`src/sv/alrc_pkg.sv`:
```
// Shared types and constants for the associative LRU mapping cache.
// Used by alrc_cell, assoc_lru_mapping_cache and the testbench; depends on nothing.
package alrc_pkg;

    localparam int SLOTS      = 16;
    localparam int KEY_BITS   = 32;
    localparam int STAMP_BITS = 64;
    localparam int IDX_BITS   = 4;
    localparam int CNT_BITS   = 5;
    localparam int ADDR_BITS  = 3;
    localparam int DATA_BITS  = 32;
    localparam int OUT_BITS   = 40;

    localparam logic [CNT_BITS-1:0] ACTIVE_RESET = CNT_BITS'(SLOTS);
    localparam logic [CNT_BITS-1:0] ACTIVE_MIN   = CNT_BITS'(1);

    // register index, taken from paddr[2]
    localparam logic REG_ACTIVE_SLOTS = 1'b0;

    // search record that walks the chain of cells
    typedef struct packed {
        logic                  pvalid;
        logic [KEY_BITS-1:0]   key;
        logic                  hit;
        logic [IDX_BITS-1:0]   hit_idx;
        logic                  free;
        logic [IDX_BITS-1:0]   free_idx;
        logic                  have_min;
        logic [STAMP_BITS-1:0] min_stamp;
        logic [IDX_BITS-1:0]   min_idx;
        logic [KEY_BITS-1:0]   min_key;
    } srch_rec_t;

    // slot write command broadcast to the cells
    typedef struct packed {
        logic                  en;
        logic [KEY_BITS-1:0]   key;
        logic [STAMP_BITS-1:0] stamp;
    } slot_wr_t;

    typedef enum logic [1:0] {
        ST_IDLE,
        ST_SEARCH,
        ST_DECIDE
    } alrc_state_t;

endpackage

```
`src/sv/alrc_cell.sv`:
```
// One cache slot: key, valid bit and stamp, plus one stage of the search record.
// Depends on alrc_pkg.
module alrc_cell (
    input  logic                            aclk,
    input  logic                            aresetn,
    input  logic [alrc_pkg::IDX_BITS-1:0]   cell_idx,
    input  logic                            cell_active,
    input  alrc_pkg::slot_wr_t              wr,
    input  alrc_pkg::srch_rec_t             rec_in,
    output alrc_pkg::srch_rec_t             rec_out
);
    import alrc_pkg::*;

    logic                  valid_reg;
    logic [KEY_BITS-1:0]   key_reg;
    logic [STAMP_BITS-1:0] stamp_reg;
    srch_rec_t             rec_reg;
    srch_rec_t             rec_next;

    // fold this slot into the passing record; inactive slots forward it
    always_comb begin
        rec_next = rec_in;
        if (cell_active) begin
            if (!rec_in.hit && valid_reg && (key_reg == rec_in.key)) begin
                rec_next.hit     = 1'b1;
                rec_next.hit_idx = cell_idx;
            end
            if (!rec_in.free && !valid_reg) begin
                rec_next.free     = 1'b1;
                rec_next.free_idx = cell_idx;
            end
            // strict compare keeps the lowest index on equal stamps
            if (valid_reg && (!rec_in.have_min || (stamp_reg < rec_in.min_stamp))) begin
                rec_next.have_min  = 1'b1;
                rec_next.min_stamp = stamp_reg;
                rec_next.min_idx   = cell_idx;
                rec_next.min_key   = key_reg;
            end
        end
    end

    // advance the record to the next cell
    always_ff @(posedge aclk) begin
        if (!aresetn) begin
            rec_reg.pvalid <= 1'b0;
        end else begin
            rec_reg <= rec_next;
        end
    end

    // valid bit of the slot
    always_ff @(posedge aclk) begin
        if (!aresetn) begin
            valid_reg <= 1'b0;
        end else if (wr.en) begin
            valid_reg <= 1'b1;
        end
    end

    // slot contents
    always_ff @(posedge aclk) begin
        if (wr.en) begin
            key_reg   <= wr.key;
            stamp_reg <= wr.stamp;
        end
    end

    assign rec_out = rec_reg;

endmodule

```
`config.mk`:
```
export PLATFORM = sky130hd
export DESIGN_NAME = alrc_cell
export DESIGN_NICKNAME = d
export VERILOG_FILES = /design/src/sv/alrc_pkg.sv /design/src/sv/alrc_cell.sv
export SDC_FILE = /design/constraint.sdc
export NUM_CORES = 1
export LEC_CHECK = 0
export BUFFER_PORTS_ARGS = -buffer_cell sky130_fd_sc_hd__buf_2
export CORE_MARGIN = 5
export CORE_UTILIZATION = 45
export CTS_CLUSTER_SIZE = 28
export DETAILED_ROUTE_END_ITERATION = 12
export GPL_TIMING_DRIVEN = 0
export PLACE_DENSITY = 0.81
export REMOVE_ABC_BUFFERS = 1
export SETUP_SLACK_MARGIN = 0.02
export SLEW_MARGIN = 0
export SYNTH_ARGS = -nofsm -noshare
export SYNTH_HDL_FRONTEND = slang
export SYNTH_SLANG_ARGS = --single-unit
```
`constraint.sdc`:
```
create_clock -name aclk -period 3.15 [get_ports aclk]
set_clock_uncertainty 0.05 [all_clocks]
set_input_delay 0.7875 -clock aclk [delete_from_list [all_inputs] [get_ports aclk]]
set_output_delay 0.7875 -clock aclk [all_outputs]
set_load 0.005 [all_outputs]
```
==> flow_metrics.tcl, run 1 <==
set metrics [dict create \
    synth_ff_type "edfxtp_1" \
    ys_top_cells_by_area "edfxtp_1 (61%), o22ai_2 (11%), ha_1 (6.7%)" \
    wl_per_cell_um 21.5 \
    synth_seq_area_share_pct 61.2 \
    vias 9034 \
    routed_wl_um 35900 \
    p_sw_share_pct 24.4 \
    final_hold_viol_count 0 \
    yosysMostFrequentCell "edfxtp_1" \
    status "complete, no violations" \
    p_comb_share_pct 16.5 \
    ant_nets 0 \
    cp.required_ps 3370 \
    die_area_um2 29500 \
    rr_worst_depth 13 \
    path_clk_slew_ps 60 \
    dr.first_iter.drc_count 623 \
    via_per_inst 5.41 \
    hold_slack_ps 375 \
    overflow 0 \
    pwr-share-clk_pct 37.9 \
    peakVddDrop_mv 0.450 \
    layout-area-overhead-vs-synth_pct 34.4 \
    die_y_um 172 \
    internal-power_mw 6.62 \
    synth_edf_count 239 \
    numPortBuffers 391 \
    powerDensity_nw_per_um2 552 \
    fillers 1950 \
    drv_cap 0 \
    yosysTopAreaCell "edfxtp_1" \
    largest_reg_flops 144 \
    design_area_um2 15800 \
    drc_errors 0 \
    p_switching_mw 2.14 \
    layout_min_cycle_time_ps 3060 \
    preCtsSetupSlack_ps -2420 \
    hp-class "primary input to flip-flop" \
    crit_type "flip-flop to flip-flop" \
    clk_latency_ps 530 \
    postLayoutCoreUtil_pct 61.1 \
    syn-cell-area_um2 11800 \
    setup.worst_path.start_class "flip-flop" \
    fin_nets 1619 \
    slew_headroom_pct 50.6 \
    leakage_nw 6.91 \
    crit_path_end_kind "flip-flop" \
    root_buffer "clkbuf_16" \
    grt.total_usage_pct 22.2 \
    yosysWarnings 0 \
    layout.cells.non_filler 1669 \
    dr.pass1.iters 5 \
    drv_slew 0 \
    drive_gt1_share_pct 48.5 \
    hold_depth 1 \
    cp_max_fo 11 \
    cts_buffers 27 \
    cts_htree_levels 1 \
    finalCritPeriodShare_pct 97.2 \
    clock_sinks 241 \
    core_area_um2 25900 \
    worst_slack_ps 87.2 \
    finalPower_mw 8.75 \
    die_w_um 172 \
    synth_commonest_cells "edfxtp_1 (239), nand2_1 (210), o22ai_2 (100)" \
    p_seq_share_pct 45.5 \
    tns_ps 0 \
    syn_inst 868 \
    placedInstanceArea_um2 14100 \
    grt_pass1_wl_um 50500 \
    clock_path_buffers 3 \
    start_util_pct 45.5 \
    postSynthAreaPerCell_um2 13.6 \
    arrival_ps 3290 \
    synth_top_area_share_pct 60.9 \
    grt_pass1_vias 9241 \
    synthDistinctLibCells 46 \
    hpwlAfterDp_um 24600 \
    routabilityCongestion 0.819 \
    ios 392 \
    postCtsHoldBufs 0 \
    cts_tree "done" \
    tightest_slew_ps 740 \
    dpl.cell_count 1570 \
    antenna_found_initial 7 \
    ys_async_sr_fraction_pct 0 \
    ys_seq_elements 241 \
    final-setup-viol-count 0 \
    grt_max_degree 87 \
    timing.fmax_mhz 326 \
    num_rows 59 \
]
repair_timing:
item	4_1_cts	5_1_grt
setup endpoints to repair	100	85
gates cloned	4	2
buffers inserted	20	20
resized for setup	28	20
pin swaps	5	8
final cells by class:
cell class / count / area, µm² / share of cell area, %
Timing Repair Buffer: 453 / 2810 / 17.7
Tap cell: 335 / 419 / 2.65
Sequential cell: 241 / 7220 / 45.6
Clock inverter: 17 / 223 / 1.41
Antenna cell: 5 / 12.5 / 0.0790
Inverter: 65 / 244 / 1.54
Clock buffer: 33 / 718 / 4.53
Multi-Input combinational cell: 520 / 4200 / 26.5
cells in the final DEF (no fill, tap or decap), types with 5 or more instances in the layout:
cell type,synthesis,routed
xor2_1,5,5
a21oi_1,18,15
diode_2,0,5
o21ai_0,6,5
nand4_1,16,16
buf_4,1,38
inv_1,65,63
clkinv_2,0,7
a21o_1,11,11
xnor2_1,27,27
edfxtp_1,239,239
buf_2,1,389
o22ai_2,100,100
bufinv_16,0,5
buf_16,0,7
ha_4,0,12
buf_12,11,11
clkbuf_16,0,29
nand2_1,210,210
ha_1,63,51
mux2_2,8,8
nand3_1,8,6
power by group through the flow:
stage / combinational [mW] / clock [mW] / sequential (mW)
2_1_floorplan: 0.600 / 0 / 4.05
3_3_place_gp: 1.20 / 0 / 4.04
3_5_place_dp: 1.27 / 0 / 4.04
4_1_cts: 1.37 / 3.39 / 3.98
5_1_grt: 1.57 / 3.54 / 4.00
6_report: 1.45 / 3.32 / 3.98
kinds of logic after synthesis:
logic type               share of synthesized area [%]
buffers and inverters                             5.67
AND/OR/NAND/NOR                                   9.37
adder cells (fa/ha/maj)                           6.69
multiplexers                                     0.764
AO/OA/AOI/OAI                                     13.9
XOR/XNOR                                          2.38
flip-flops                                        61.2
final timing paths:
path                       from     endpoint  slack, ps
setup / recovery  stamp_reg[57]  rec_out[41]         90
hold / removal           wr[92]  key_reg[28]        380
setup reg to reg  stamp_reg[57]  rec_out[41]         90
hold reg to reg       valid_reg    valid_reg        440
critical path, cell delays in order, from the launching register on:
cell	delay, ps
edfxtp_1	450
ha_4	290
a21oi_4	130
o221ai_2	110
a31o_1	210
a2111oi_4	350
or2_4	220
buf_16	110
nor4b_4	200
buf_4	170
buf_12	130
buf_12	130
buf_4	150
o22ai_2	90
metal layers:
metal | global-route usage, % | wire length, µm | vias up
met5 | 0 | 7 | -
met2 | 39.7 | 18300 | 500
met1 | 26.2 | 12600 | 4368
li1 | - | - | 4081
met4 | 8.07 | 1190 | 2
met3 | 5.24 | 3810 | 83
Note: power is estimated with default switching activity, not from simulation.
==> inputs of run 2 (changes only) <==
Settings changed: RECOVER_POWER from default to 100.
==> run 2 against run 1 <==
The flow now finishes with violations (capacitance limit, slew limit). Hold slack got worse by 0.76 ps. Wire length rose by 0.21%. Core utilization decreased by 0.88 points.
==> flow_metrics.tcl, run 2 (same netlist as run 1, synthesis figures left out) <==
set metrics [dict create \
    powerDensity_nw_per_um2 558 \
    dr.first_iter.drc_count 603 \
    die_w_um 172 \
    hp-class "primary input to flip-flop" \
    crit_path_end_kind "flip-flop" \
    drc_errors 0 \
    clock_sinks 241 \
    setup.worst_path.start_class "flip-flop" \
    cp_max_fo 11 \
    cts_htree_levels 1 \
    numPortBuffers 391 \
    timing.fmax_mhz 327 \
    routabilityCongestion 0.819 \
    overflow 0 \
    wl_met2_um 18400 \
    vias 9039 \
    ant_nets 0 \
    grt_pass1_vias 9241 \
    fillers 2029 \
    placedInstanceArea_um2 14100 \
    wl_met3_um 3550 \
    start_util_pct 45.5 \
    layout-area-overhead-vs-synth_pct 32.5 \
    preCtsSetupSlack_ps -2420 \
    drive_gt1_share_pct 37.7 \
    worst_slack_ps 91.4 \
    drv_slew 61 \
    routed_wl_um 36000 \
    clk_latency_ps 530 \
    die_area_um2 29500 \
    layout_min_cycle_time_ps 3060 \
    cp.required_ps 3370 \
    fin_nets 1619 \
    final-setup-viol-count 0 \
    grt_pass1_wl_um 50500 \
    largest_reg_flops 144 \
    root_buffer "clkbuf_16" \
    postLayoutCoreUtil_pct 60.3 \
    top_layer_used "met5" \
    peakVddDrop_mv 0.450 \
    slew_headroom_pct -19.9 \
    clock_path_buffers 3 \
    crit_type "flip-flop to flip-flop" \
    final_cell_mix "buf_2 (245), edfxtp_1 (239), nand2_1 (210)" \
    antenna_found_initial 7 \
    wl_per_cell_um 21.5 \
    tightest_slew_ps 1800 \
    final_hold_viol_count 0 \
    dr.pass1.iters 5 \
    finalCritPeriodShare_pct 97.1 \
    finalPower_mw 8.72 \
    die_y_um 172 \
    grt.total_usage_pct 22.2 \
    num_rows 59 \
    cts_tree "done" \
    leakage_nw 6.49 \
    ios 392 \
    final_common_cell "buf_2" \
    cts_buffers 27 \
    core_area_um2 25900 \
    drv_cap 1 \
    via_per_inst 5.42 \
    arrival_ps 3280 \
    path_clk_slew_ps 60 \
    status "complete, but fails checks" \
    violations "capacitance limit, slew limit" \
    drt-met1-wl_um 12800 \
    hpwlAfterDp_um 24600 \
    design_area_um2 15600 \
    grt_max_degree 87 \
]
==> run 2: cell count changes in the layout (fill, tap and decap cells not counted), sizes merged <==
cell    delta
buf      -147
clkbuf   +147
==> run 2: report_power, final <==
part	switching [mW]	total [mW]	internal [mW]
logic	0.734	1.40	0.667
clock network	1.29	3.32	2.04
registers	0.120	3.99	3.87
==> run 2: timing repair <==
action | CTS | global route
hold buffers | 0 | 0
setup buffers | 20 | 20
cloned | 4 | 2
pin swaps | 5 | 8
resized for setup | 28 | 20
endpoints found under the setup margin | 100 | 85
==> run 2: through the flow <==
stage | instances | hold WS, ps | TNS, ps
floorplan | 824 | 403 | -567360
global placement | 1550 | 416 | -1021620
detailed placement | 1570 | 422 | -198840
CTS | 1643 | 345 | 0
global route | 1669 | 351 | -111
finish | 1669 | 374 | 0
==> run 2: critical path, stage by stage, from the launching register on <==
cell       delay (ps)
edfxtp_1          440
ha_4              260
a21oi_2           160
o221ai_2          110
a31o_1            210
a2111oi_4         350
or2_4             220
buf_16            110
nor4b_4           200
buf_4             170
buf_12            130
buf_12            130
buf_4             150
o22ai_2            90
==> run 2: routing by layer <==
metal | GRT usage, % | vias up
met2 | 39.7 | 484
li1 | - | 4083
met3 | 5.24 | 81
met4 | 8.07 | 2
met1 | 26.2 | 4389
met5 | 0 | -
==> run 2: final cells by class <==
type | instances | area, µm² | area share (%)
Antenna cell | 5 | 12.5 | 0.0801
Multi-Input combinational cell | 520 | 4200 | 26.9
Timing Repair Buffer | 453 | 2580 | 16.5
Sequential cell | 241 | 7220 | 46.2
Inverter | 65 | 244 | 1.56
Clock inverter | 17 | 223 | 1.43
Clock buffer | 33 | 718 | 4.60
Tap cell | 335 | 419 | 2.68
==> run 2: worst paths after layout <==
| kind | start | depth (start not counted) | end | slack, ps |
|---|---|---|---|---|
| max reg2reg | stamp_reg[59] | 13 | rec_out[41] | 90 |
| max | stamp_reg[59] | 13 | rec_out[41] | 90 |
| min reg2reg | valid_reg | 1 | valid_reg | 450 |
| min | wr[68] | 1 | key_reg[4] | 370 |
